--- src/rtl/core/mipd_pkg.sv ---
// Shared constants, widths and types of the minimum-image pair distance unit.
// Depends on nothing; every other file of the block but the macro header uses it.
`timescale 1ns / 1ps

package mipd_pkg;

  // Coordinate format and axis count.
  localparam int COORD_BITS = 24;
  localparam int MAX_AXES   = 3;
  localparam int NUM_AXES   = 3;

  // Register and result widths.
  localparam int BOX_W     = 23;
  localparam int CFG_W     = 23;
  localparam int CFG_IDX_W = 3;
  localparam int DIMS_W    = 2;
  localparam int DIST_W    = 25;
  localparam logic [DIST_W-1:0] DIST_MAX = {DIST_W{1'b1}};

  // Datapath widths derived from the coordinate format.
  localparam int MAG_W   = (COORD_BITS > BOX_W) ? COORD_BITS : BOX_W;
  localparam int SQ_W    = 2 * COORD_BITS;
  localparam int SUM_W   = SQ_W + $clog2(MAX_AXES);
  localparam int SUM_X_W = SUM_W + 1;
  localparam int SUMC_W  = (SUM_W > 64) ? 64 : SUM_W;
  localparam int RAD_W   = SUMC_W + (SUMC_W % 2);
  localparam int ROOT_W  = RAD_W / 2;
  localparam int REM_W   = ROOT_W + 3;
  localparam int ROOT_X_W = (ROOT_W > DIST_W) ? ROOT_W : DIST_W;

  // Pipeline depth: three axis stages, the sum, one stage per root bit, output.
  localparam int AXIS_LAT = 3;
  localparam int LATENCY  = AXIS_LAT + 1 + ROOT_W + 1;

  // Register reset values.
  localparam logic                 PERIODIC_RST = 1'b1;
  localparam logic [DIMS_W-1:0]    DIMS_RST     = 2'd3;
  localparam logic [BOX_W-1:0]     BOX_RST      = 23'd4194304;

  typedef enum logic [CFG_IDX_W-1:0] {
    REG_PERIODIC = 3'd0,
    REG_DIMS     = 3'd1,
    REG_BOX_X    = 3'd2,
    REG_BOX_Y    = 3'd3,
    REG_BOX_Z    = 3'd4
  } cfg_reg_e_t;

  // Per-axis control carried from the register file to an axis lane.
  typedef struct packed {
    logic             periodic;
    logic             enable;
    logic [BOX_W-1:0] box;
  } axis_cfg_t;

endpackage

--- src/rtl/core/mipd_axis.sv ---
// One axis lane: difference, minimum-image fold and square in three stages.
// Depends on mipd_pkg.
`timescale 1ns / 1ps

module mipd_axis (
  input  logic                                  clk,
  input  logic signed [mipd_pkg::COORD_BITS-1:0] first_c,
  input  logic signed [mipd_pkg::COORD_BITS-1:0] second_c,
  input  mipd_pkg::axis_cfg_t                   cfg,
  output logic        [mipd_pkg::SQ_W-1:0]       sq
);

  localparam int C    = mipd_pkg::COORD_BITS;
  localparam int M    = mipd_pkg::MAG_W;
  localparam int SQ_W = mipd_pkg::SQ_W;

  logic signed [C:0]   diff;
  logic        [C:0]   diff_abs;
  logic        [C-1:0] mag_nxt,  mag_r;
  logic        [M-1:0] mag_x, box_x, over, under;
  logic        [C-1:0] fold_nxt, fold_r;
  logic        [SQ_W-1:0] sq_nxt, sq_r;

  // Stage 1: absolute difference, forced to zero for an unused axis.
  always_comb begin
    diff     = {first_c[C-1], first_c} - {second_c[C-1], second_c};
    diff_abs = diff[C] ? (-diff) : diff;
    mag_nxt  = cfg.enable ? diff_abs[C-1:0] : '0;
  end

  // Stage 2: minimum-image fold. The chosen fold never exceeds the magnitude.
  always_comb begin
    mag_x    = M'(mag_r);
    box_x    = M'(cfg.box);
    over     = mag_x - box_x;
    under    = box_x - mag_x;
    fold_nxt = mag_r;
    if (cfg.periodic) begin
      if (mag_x > box_x) begin
        fold_nxt = over[C-1:0];
      end else if (under < mag_x) begin
        fold_nxt = under[C-1:0];
      end
    end
  end

  // Stage 3: square.
  assign sq_nxt = SQ_W'(fold_r) * SQ_W'(fold_r);

  always_ff @(posedge clk) begin
    mag_r  <= mag_nxt;
    fold_r <= fold_nxt;
    sq_r   <= sq_nxt;
  end

  assign sq = sq_r;

endmodule

--- config.mk ---
export PLATFORM = sky130hd
export DESIGN_NAME = mipd_axis
export DESIGN_NICKNAME = d
export VERILOG_FILES = /design/src/rtl/core/mipd_pkg.sv /design/src/rtl/core/mipd_axis.sv
export SDC_FILE = /design/constraint.sdc
export NUM_CORES = 1
export LEC_CHECK = 0
export ABC_AREA = 0
export BUFFER_PORTS_ARGS = -buffer_cell sky130_fd_sc_hd__clkbuf_2
export CAP_MARGIN = 20
export CELL_PAD_IN_SITES_DETAIL_PLACEMENT = 0
export CELL_PAD_IN_SITES_GLOBAL_PLACEMENT = 1
export CORE_MARGIN = 2
export CORE_UTILIZATION = 45
export DETAILED_ROUTE_END_ITERATION = 7
export HOLD_SLACK_MARGIN = 0.08
export MAX_ROUTING_LAYER = met4
export PLACE_DENSITY = 0.8
export SYNTH_ARGS = -nofsm -noshare
export SYNTH_HDL_FRONTEND = slang
export SYNTH_SLANG_ARGS = --single-unit
--- constraint.sdc ---
create_clock -name clk -period 6.7 [get_ports clk]
set_clock_uncertainty 0.1 [all_clocks]
set_input_delay 0.67 -clock clk [delete_from_list [all_inputs] [get_ports clk]]
set_output_delay 0.67 -clock clk [all_outputs]
set_load 0.02 [all_outputs]
Word-level counts from Yosys, hierarchy flattened --
Cells that the tools add are included.
Cells by class: add/sub/neg operators 4, muxes and demuxes 4, magnitude comparators 2, multipliers 1
Operators by type and width (number):
- two-way mux 24 bit | 4
- multiplier 24 x 24 -> 48 bit | 1
- subtractor 24 x 24 -> 25 bit | 1
- > comparator 24 x 23 -> 1 bit | 1
- < comparator 24 bit | 1
- negator 24 bit | 1
- subtractor 23 x 24 -> 24 bit | 1
- subtractor 24 x 23 -> 24 bit | 1
Storage, ports and cells: output and inout port bits 48, bits of input ports 74, flip-flop bits (word level) 96

Logic depth before layout (Yosys ltp) --
depth in word-level cells 5, mapped depth 28, depth with buffers taken out 27

Worst setup path after synthesis --
No wires, ideal clock.
kind register to register, from register fold_r[18], to register sq_r[46], in the netlist sq[46], library setup time 103 ps, clock period less this slack 7315 ps, buffers on the path 2, arrival time 7111 ps, data required time 6497 ps, slack -615 ps, cell stages (with the launch flop) 27, cells stage by stage dfxtp_1 > clkbuf_1 > clkbuf_1 > nand2_1 > fa_1 > inv_1 > fa_1 > fa_1 > inv_1 > fa_1 > inv_1 > fa_1 > fa_1 > inv_1 > fa_1 > inv_1 > ha_1 > and4_1 > and3_1 > nand2_1 > o21ai_1 > a21oi_1 > or3b_2 > a21oi_1 > o31ai_1 > mux2i_1 > a2111oi_2
On the way: cells in the longest elaborated chain, start to end 1
RTL lines:
- start: declaration | RTL line mipd_axis.sv:21 | logic [C-1:0] fold_nxt, fold_r;
- start signal: assignment | RTL line mipd_axis.sv:52 | fold_r <= fold_nxt;
- multiplier 24 x 24 -> 48 bit | RTL line mipd_axis.sv:48 | assign sq_nxt = SQ_W'(fold_r) * SQ_W'(fold_r);
- via sq_nxt[46] | RTL line mipd_axis.sv:22 | logic [SQ_W-1:0] sq_nxt, sq_r;
- end signal: assignment | RTL line mipd_axis.sv:53 | sq_r <= sq_nxt;
- end: declaration | RTL line mipd_axis.sv:22
The timed path passes the listed nets, and every way through them passes these cells. A chain may end at the register's enable or synchronous reset.

Worst setup path in the final report --
from register fold_r[5], to register sq_r[46], in the netlist sq[46]
The elaborated chain is that of the path after synthesis.

==> metrics.csv <==
metric,value,unit
die_w,232.6,um
syn-instance-count,2700,
syn_to_final_growth,20.13,%
ys_ff_latch,95,
hp-class,reg2reg,
ys_types,79,
worstSetupEndpointType,flop,
cts_hold_buf,0,
synth_flop_cell,dfxtp_1,
syn_area,0.02352,mm^2
relSlewSlack,39.46,%
multi_input_area,0.01938,mm^2
antenna_found_initial,1,
outcome,"finished, violations left",
synth_nets,3469,
finalSetupViolCount,13,
worstReg2RegEnd,sq[46],
tritoncts,done,
rrSetupSlack,-0.19,ns
grt_pass1_vias,20360,
core,0.05151,mm^2
crit_fanout,4,
maxCapViolations,0,
tns,-1.325,ns
cts.path.max_buffers,2,
min_from,mag_r[0],
vias_per_cell,5.078,
cts_buffers,9,
root_buffer,clkbuf_16,
min_period,6.886,ns
syn_area_per_cell,8.713,um^2
io_buffers,120,
wl,62350,um
nets,3805,
final_util,54.86,%
clk_transition_reported_paths,0.09,ns
netlist_top_cells_count,"inv_1, fa_1, ha_1",
regArea,0.001968,mm^2
layout-drive-gt1-share,20.75,%
clock-sinks,95,
synth-edff-count,0,
yosysSeqAreaShare,8.085,%
worstRegToRegCells,27,
crit_arrival,7.09,ns
drtIter0Drc,935,
r2r_start,fold_r[5],
tightest_slew,0.8963,ns
gp_congestion,0.9289,
fmax,145.2,MHz
path_class,reg2reg,
grt_pass1_wl,102400,um
grt_remaining_overflow,0,
final-hold-violation-count,0,
yosysWarningCount,0,
hold_end,fold_r[0],
yosysTopAreaCellShare,36.17,%
synth_area_leaders,"fa_1, ha_1, inv_1",
async_flop_share,0,%
std_cell_rows,83,
pre_cts_slack,-0.4889,ns
violations,setup timing,
grt_max_degree,25,
rsz0062_at_grt,yes,
drt_first_pass_iters,6,
htreeDepth,3,
wl_per_cell,16.75,um
ios,122,
fillers,4709,
start_util,45.67,%
antenna_left,0,
clock_latency,0.41,ns
hold_ws,0.4615,ns
setup_ws,-0.1860,ns
worstPathRequired,6.91,ns
dieHeight,232.6,um
die-area,0.05412,mm^2
yosysMostFrequentCell,inv_1,
num_vias,18900,
drv_slew,0,
min_period_over_period,102.8,%
drc,0,
crit_path_start_kind,flop,
hold_depth,2,
synth_largest_area_cell,fa_1,
hpwl,52410,um
globalRouteTotalUtil,24.63,%
critical path, cell delays in order (launching register included):
cell	delay, ns
dfxtp_4	0.37
buf_6	0.13
nand2_2	0.07
inv_2	0.04
fa_1	0.49
fa_1	0.54
inv_2	0.04
fa_1	0.52
inv_1	0.05
fa_1	0.49
inv_2	0.04
fa_1	0.49
inv_1	0.05
fa_1	0.51
inv_2	0.04
fa_1	0.53
inv_2	0.06
ha_4	0.27
and4_4	0.24
and3_4	0.20
nand2_4	0.05
o21ai_4	0.19
a21oi_4	0.13
or3b_4	0.43
a21oi_4	0.23
o31ai_4	0.08
mux2i_1	0.14
a2111oi_2	0.26
layout by cell type (no fill, tap or decap), types with 16 or more instances in the layout:
master / count
buf_4: 243
nand2_2: 17
o221ai_1: 16
nand3_1: 27
buf_6: 42
and2_1: 130
a21oi_1: 98
xnor2_1: 84
fa_1: 411
nor2b_1: 26
clkbuf_2: 120
o21bai_1: 20
inv_2: 25
ha_1: 256
dfxtp_4: 16
a21oi_2: 16
dfxtp_1: 74
o21a_1: 21
xor2_1: 31
o21ai_0: 48
nand2_1: 192
nor2_1: 83
inv_1: 670
nor3_1: 24
a21o_1: 39
layer usage:
| metal | global-route usage, % | vias to the layer above | routed length [um] |
|---|---|---|---|
| li1 | - | 9013 | - |
| met1 | 31.64 | 9385 | 27450 |
| met2 | 41.54 | 402 | 30920 |
| met3 | 2.831 | 102 | 2543 |
| met4 | 6.111 | 0 | 1432 |
| met5 | - | - | 0 |
how the worst max path moves through the flow:
stage / from / end
4_1_cts: fold_r[5] / sq[42]
6_report: fold_r[5] / sq[46]
5_1_grt: fold_r[5] / sq[46]
3_5_place_dp: fold_r[1] / sq[47]
3_3_place_gp: fold_r[1] / sq[47]
2_1_floorplan: fold_r[18] / sq[47]
cell type report:
type | count | area share [%]
Timing Repair Buffer | 416 | 10.98
Antenna cell | 1 | 0.008855
Tap cell | 680 | 3.011
Inverter | 697 | 9.285
Sequential cell | 95 | 6.965
Clock buffer | 9 | 0.7970
Clock inverter | 7 | 0.3542
Multi-Input combinational cell | 1817 | 68.60
logic make-up (layout without fill, tap and decap cells):
logic type      after synthesis  in the layout  synth area share [%]
compound gates              391            391                 11.07
xor+xnor                    123            123                 4.580
fa+ha+maj                   695            695                 50.53
buf+inv                     788           1129                 12.75
flops                        95             95                 8.085
mux                           4              4                0.1755
other cells                   1              2               0.01594
simple gates                603            603                 12.80
flip-flops by register name, indices dropped and copies added, names as in the netlist:
| signal | count |
|---|---|
| fold_r | 24 |
| mag_r | 24 |
| sq | 47 |
metrics by stage:
stage | area [um^2] | instances
6_report | 28260 | 3722
5_1_grt | 28260 | 3722
4_1_cts | 27590 | 3706
3_5_place_dp | 26600 | 3658
3_3_place_gp | 26600 | 3658
2_1_floorplan | 23720 | 2700
repair_timing:
item / CTS / global route
cloned: 0 / 0
resized for setup: 122 / 145
buffers inserted: 33 / 20
pin swaps: 70 / 94
setup endpoints to repair: 20 / 20
Power is left out: the tool's default activity adds up to more than one toggle a clock period on the data nets, which glitch-free logic cannot reach.
