<file path="config.mk">
export PLATFORM = sky130hd
export DESIGN_NAME = mipd_sqrt
export DESIGN_NICKNAME = d
export VERILOG_FILES = /design/src/rtl/core/mipd_pkg.sv /design/src/rtl/core/mipd_sqrt.sv
export SDC_FILE = /design/constraint.sdc
export NUM_CORES = 2
export LEC_CHECK = 0
export BUFFER_PORTS_ARGS = -buffer_cell sky130_fd_sc_hd__buf_2
export CAP_MARGIN = 40
export CELL_PAD_IN_SITES_DETAIL_PLACEMENT = 1
export CELL_PAD_IN_SITES_GLOBAL_PLACEMENT = 1
export CORE_MARGIN = 5
export CORE_UTILIZATION = 45
export CTS_CLUSTER_SIZE = 10
export DETAILED_ROUTE_END_ITERATION = 10
export PLACE_DENSITY = 0.75
export SYNTH_ARGS = -nofsm -noshare
export SYNTH_HDL_FRONTEND = slang
export SYNTH_SLANG_ARGS = --single-unit
</file>
<file path="constraint.sdc">
create_clock -name clk -period 8.47 [get_ports clk]
set_input_delay 1.694 -clock clk [delete_from_list [all_inputs] [get_ports clk]]
set_output_delay 1.694 -clock clk [all_outputs]
set_load 0.03 [all_outputs]
</file>
<file path="src/rtl/core/mipd_pkg.sv">
// Shared constants, widths and types of the minimum-image pair distance unit.
// Depends on nothing; every other file of the block but the macro header uses it.
`timescale 1ns / 1ps

package mipd_pkg;

  // Coordinate format and axis count.
  localparam int COORD_BITS = 24;
  localparam int MAX_AXES   = 3;
  localparam int NUM_AXES   = 3;

  // Register and result widths.
  localparam int BOX_W     = 23;
  localparam int CFG_W     = 23;
  localparam int CFG_IDX_W = 3;
  localparam int DIMS_W    = 2;
  localparam int DIST_W    = 25;
  localparam logic [DIST_W-1:0] DIST_MAX = {DIST_W{1'b1}};

  // Datapath widths derived from the coordinate format.
  localparam int MAG_W   = (COORD_BITS > BOX_W) ? COORD_BITS : BOX_W;
  localparam int SQ_W    = 2 * COORD_BITS;
  localparam int SUM_W   = SQ_W + $clog2(MAX_AXES);
  localparam int SUM_X_W = SUM_W + 1;
  localparam int SUMC_W  = (SUM_W > 64) ? 64 : SUM_W;
  localparam int RAD_W   = SUMC_W + (SUMC_W % 2);
  localparam int ROOT_W  = RAD_W / 2;
  localparam int REM_W   = ROOT_W + 3;
  localparam int ROOT_X_W = (ROOT_W > DIST_W) ? ROOT_W : DIST_W;

  // Pipeline depth: three axis stages, the sum, one stage per root bit, output.
  localparam int AXIS_LAT = 3;
  localparam int LATENCY  = AXIS_LAT + 1 + ROOT_W + 1;

  // Register reset values.
  localparam logic                 PERIODIC_RST = 1'b1;
  localparam logic [DIMS_W-1:0]    DIMS_RST     = 2'd3;
  localparam logic [BOX_W-1:0]     BOX_RST      = 23'd4194304;

  typedef enum logic [CFG_IDX_W-1:0] {
    REG_PERIODIC = 3'd0,
    REG_DIMS     = 3'd1,
    REG_BOX_X    = 3'd2,
    REG_BOX_Y    = 3'd3,
    REG_BOX_Z    = 3'd4
  } cfg_reg_e_t;

  // Per-axis control carried from the register file to an axis lane.
  typedef struct packed {
    logic             periodic;
    logic             enable;
    logic [BOX_W-1:0] box;
  } axis_cfg_t;

endpackage

</file>
<file path="src/rtl/core/mipd_sqrt.sv">
// Pipelined floor square root, one result bit resolved per register stage.
// Depends on mipd_pkg.
`timescale 1ns / 1ps

module mipd_sqrt (
  input  logic                          clk,
  input  logic                          rst_n,
  input  logic                          in_valid,
  input  logic [mipd_pkg::RAD_W-1:0]    in_rad,
  output logic                          out_valid,
  output logic [mipd_pkg::ROOT_W-1:0]   out_root
);

  localparam int RW = mipd_pkg::RAD_W;
  localparam int QW = mipd_pkg::ROOT_W;
  localparam int EW = mipd_pkg::REM_W;

  logic          valid_r [QW];
  logic [QW-1:0] root_r  [QW];
  logic [EW-1:0] rem_r   [QW-1];
  logic [RW-1:0] rad_r   [QW-1];

  for (genvar k = 0; k < QW; k++) begin : g_stage
    logic          src_valid;
    logic [QW-1:0] src_root;
    logic [EW-1:0] src_rem;
    logic [RW-1:0] src_rad;
    logic [EW-1:0] rem_sh, trial, rem_nxt;
    logic          ge;

    if (k == 0) begin : g_src_in
      assign src_valid = in_valid;
      assign src_root  = '0;
      assign src_rem   = '0;
      assign src_rad   = in_rad;
    end else begin : g_src_reg
      assign src_valid = valid_r[k-1];
      assign src_root  = root_r[k-1];
      assign src_rem   = rem_r[k-1];
      assign src_rad   = rad_r[k-1];
    end

    // Bring down the next two radicand bits and try the next root bit.
    always_comb begin
      rem_sh  = {src_rem[EW-3:0], src_rad[RW-1 -: 2]};
      trial   = {1'b0, src_root, 2'b01};
      ge      = (rem_sh >= trial);
      rem_nxt = ge ? (rem_sh - trial) : rem_sh;
    end

    always_ff @(posedge clk) begin
      if (!rst_n) begin
        valid_r[k] <= 1'b0;
      end else begin
        valid_r[k] <= src_valid;
      end
      root_r[k] <= {src_root[QW-2:0], ge};
    end

    if (k < QW - 1) begin : g_carry
      always_ff @(posedge clk) begin
        rem_r[k] <= rem_nxt;
        rad_r[k] <= {src_rad[RW-3:0], 2'b00};
      end
    end
  end

  assign out_valid = valid_r[QW-1];
  assign out_root  = root_r[QW-1];

endmodule

</file>
=== After elaboration in Yosys (flattened, before gate mapping) ===
Memory sizes are Yosys's and may differ from the RTL's.
Index checks and enable logic that the tools add are counted.
W data, S select, Z words.

* Add/subtract/negate cells: 24
* $lt $le $gt $ge: 25
* Multiplexer cells: 51
* Bitwise gates (word level): 25

{| class="wikitable"
|+ Operators by type and width
! kind !! number
|-
| $ge A28 B27 Y1 || 24
|-
| $mux W28 || 24
|-
| $sub A28 B27 Y28 || 23
|-
| $mux W1 || 27
|-
| $or A1 B1 Y1 || 25
|-
| $sub A2 B1 Y3 const B || 1
|-
| $ge A2 B1 Y1 const B || 1
|}

* Register bits after elaboration: 0
* RAM bits: 2474
* Bits of input ports: 53
* Output and inout bits: 26
* Memories kept: 4

{| class="wikitable"
|+ Memory list
! name !! words !! bits a word !! read ports !! clocked after Yosys merged registers in !! write ports !! RTL line !! source
|-
| rad_r || 24 || 48 || 24 || 0 || 24 || mipd_sqrt.sv:21 || <nowiki>logic [RW-1:0] rad_r [QW-1];</nowiki>
|-
| rem_r || 24 || 28 || 24 || 0 || 24 || mipd_sqrt.sv:20 || <nowiki>logic [EW-1:0] rem_r [QW-1];</nowiki>
|-
| root_r || 25 || 25 || 25 || 0 || 25 || mipd_sqrt.sv:19 || <nowiki>logic [QW-1:0] root_r [QW];</nowiki>
|-
| valid_r || 25 || 1 || 25 || 0 || 25 || mipd_sqrt.sv:18 || <nowiki>logic valid_r [QW];</nowiki>
|}

=== Depth between registers and ports, before layout ===
An unclocked memory read counts as a cell.

* Depth in word-level cells: 3
* Mapped depth: 14
* Gate-level depth less buffers: 12

=== Worst setup path after synthesis ===
OpenSTA, ideal clock, no wires.

* Path kind: register -> register
* Start: memory rem_r[0][178] (netlist name)
* End: memory rem_r[0][219] (netlist name)
* Setup time: 134 ps
* Arrival: 3150 ps
* Required time: 8336 ps
* Setup slack: 5186 ps
* Stages on the path, launching flop included: 12
* Buffers on the path: 2
* Clock period less this slack: 3284 ps
* Cell sequence: dfxtp_1 -> or4_4 -> or4_1 -> or3_1 -> or2_0 -> buf_2 -> or2_4 -> a2111oi_4 -> nand2b_1 -> buf_4 -> nor4_1 -> xor2_1

{| class="wikitable"
|+ RTL lines
! element !! RTL line
|-
| start, declared || mipd_sqrt.sv:20
|}

==> impl_metrics.toml <==
[hold_path]
min_path_type = "reg2reg"
min_from = "rad_r[1][25]"

[clocking]
cts-resized-gates = 0
cts.root.buffer_cell = "clkbuf_16"
postCtsSetupBuffers = 0
cts_buffer_depth = 3
cts_tree = "done"
cts-buffers-inserted = 177
cts_sinks = 1539
ctsHtreeMaxLevel = 4
hold_buffers = 0
clk_latency_ns = 0.81
clk_pin_slew_ns = 0.05

[synth]
synthFlopType = "dfxtp_1"
syn_area_per_cell_um2 = 10.3
synthesis.area_um2 = 55000
synth_seq_cells = 1539
synth_edf_count = 0
seq_area_frac_synth = 0.561
syn-num-nets = 5732
synth_warnings = 0
async_reset_ff_frac = 0
netlist_instances = 5327
ys_types = 77

[floorplanning]
initial_core_util = 0.452
fp.dieH_um = 359
ios = 79
rows = 128
design.die.area_um2 = 129000
core-area_um2 = 122000
die_w_um = 359

[layout]
nets = 5911
area_growth_pct = 13.3
antenna_cells = 0
drive_gt1_frac = 0.0707
finalInstanceArea_um2 = 62300

[worst_setup_path]
critPathMaxFanout = 13
arrival_ns = 4.62
worstSetupStartpointType = "flop"
end_kind = "flop"
startpoint = "rem_r[0][69]"
worstReg2RegStart = "rem_r[0][69]"
required_ns = 9.11
path_class = "reg2reg"

[grt]
grt_pass1_vias = 39400
antenna_found_initial = 1
grt_pass1_wl_um = 199000
grt_start_max_net_pins = 48
overflow = 0
grt_use_total = 0.184

[sta]
finalHoldViolCount = 0
setup-tns-final_ns = 0
drv_slew = 0
maxSlewHeadroom = 0.389
fin_crit_sh = 0.470
tightest_slew_ns = 0.893
skew_ns = 0.0581
fmax_mhz = 251
rsz0062_at_grt = "no"
setup_violations = 0
fin_crit_ns = 3.98

[routing]
viasPerCell = 5.10
ant_nets = 0
vias = 36600
drtPass1Iterations = 5
drt_drc_violations_left = 0
routedWlPerCell_um = 16.7
routed_wl_um = 120000
drt-initial-drc-count = 1292

[pwr]
irDropWorstVdd_uv = 261
cellPowerDensity_nw_per_um2 = 311
p_leak_nw = 29.0

[place]
gp_congestion = 0.851
dp_hpwl_um = 89100
portBuffers = 78
place_area_um2 = 57200

[status]
outcome = "completed"

[job]
drv_cap = 0
[power breakdown]
part / leakage, nW / switching, W / total, W / internal, W
clock network: 2.45 / 0.00282 / 0.00669 / 0.00386
logic: 13.6 / 0.00187 / 0.00334 / 0.00146
registers: 12.9 / 0.000880 / 0.00937 / 0.00849
[routing by layer]
metal  share of wire  track usage
met5               0            0
met4           0.028       0.0620
met3           0.031       0.0313
met2            0.50        0.334
met1            0.44        0.221
[worst max-delay path, cell delays in order, from the launching register on]
cell      delay, ns
dfxtp_1        0.32
or4_1          0.60
nor4_1         0.28
nor4bb_1       0.45
nor3b_1        0.68
nor2b_1        0.69
or4_1          0.30
or2_2          0.25
nor3b_1        0.09
xor2_1         0.15
[cell families after synthesis]
group	Yosys count	synth area share
simple gates	1354	0.123
flops	1539	0.561
compound gates	1029	0.114
xor+xnor	486	0.0774
other cells	1	0.0000682
buf+inv	526	0.0361
fa+ha+maj	352	0.0801
mux	40	0.00810
[cell usage after synthesis, types with 27 or more instances]
cell type,instances,area (µm²)
ha_1,352,4400
nor2_1,261,980
nor3_1,131,656
a211oi_1,27,203
xnor2_1,222,1940
and2_1,43,269
or4_1,33,248
nand4_1,49,307
nor2b_1,51,319
a21oi_1,285,1430
inv_1,431,1620
a21o_1,109,818
clkbuf_1,87,327
o21ai_0,342,1710
o21a_1,69,518
or3_1,63,394
nand2_1,401,1510
mux2_2,36,405
nand3_1,67,335
nand2b_1,62,388
o21bai_1,32,240
nor4_1,63,394
and3_1,27,169
dfxtp_1,1539,30800
xor2_1,264,2310
[sequential cells by signal, summed over array words and instances, names as in the netlist]
signal   count
rad_r      600
rem_r      589
valid_r     25
root_r     325
[placed cells by master (no fill, tap or decap), types with 26 or more instances in the layout]
master	n
dfxtp_1	1539
inv_1	431
nand2_1	401
ha_1	352
o21ai_0	341
a21oi_1	284
xor2_1	264
nor2_1	261
xnor2_1	222
clkbuf_16	179
nor3_1	130
a21o_1	109
buf_2	79
o21a_1	69
nand3_1	67
or3_1	63
nor4_1	62
nand2b_1	62
nor2b_1	51
nand4_1	49
and2_1	43
mux2_2	36
or4_1	33
o21bai_1	32
and3_1	27
a211oi_1	27
or2_2	26
[worst paths after layout]
kind | slack [ns] | to | cells past startpoint
min | 0.31 | rad_r[1][75] | 0
max reg2reg | 4.49 | rem_r[0][109] | 9
max | 4.49 | rem_r[0][109] | 9
min reg2reg | 0.31 | rad_r[1][75] | 0
[per-stage QoR]
stage | instances | power, W | setup WS [ns] | hold WS [ns] | utilization
floorplan | 5327 | 0.0118 | 5.19 | 0.310 | -
global placement | 6950 | 0.0127 | 4.61 | 0.310 | 0.471
detailed placement | 6952 | 0.0128 | 4.54 | 0.313 | 0.471
CTS | 7183 | 0.0196 | 4.49 | 0.310 | 0.512
global route | 7183 | 0.0205 | 4.03 | 0.324 | 0.512
finish | 7183 | 0.0194 | 4.49 | 0.306 | 0.512
[final cells by class]
class / count / area, µm²
Fill cell: 13100 / 59300
Timing Repair Buffer: 94 / 515
Clock inverter: 21 / 409
Multi-Input combinational cell: 3262 / 22200
Tap cell: 1625 / 2030
Sequential cell: 1539 / 30800
Clock buffer: 210 / 4660
Inverter: 432 / 1620
Power figures use the tool's default switching activity.
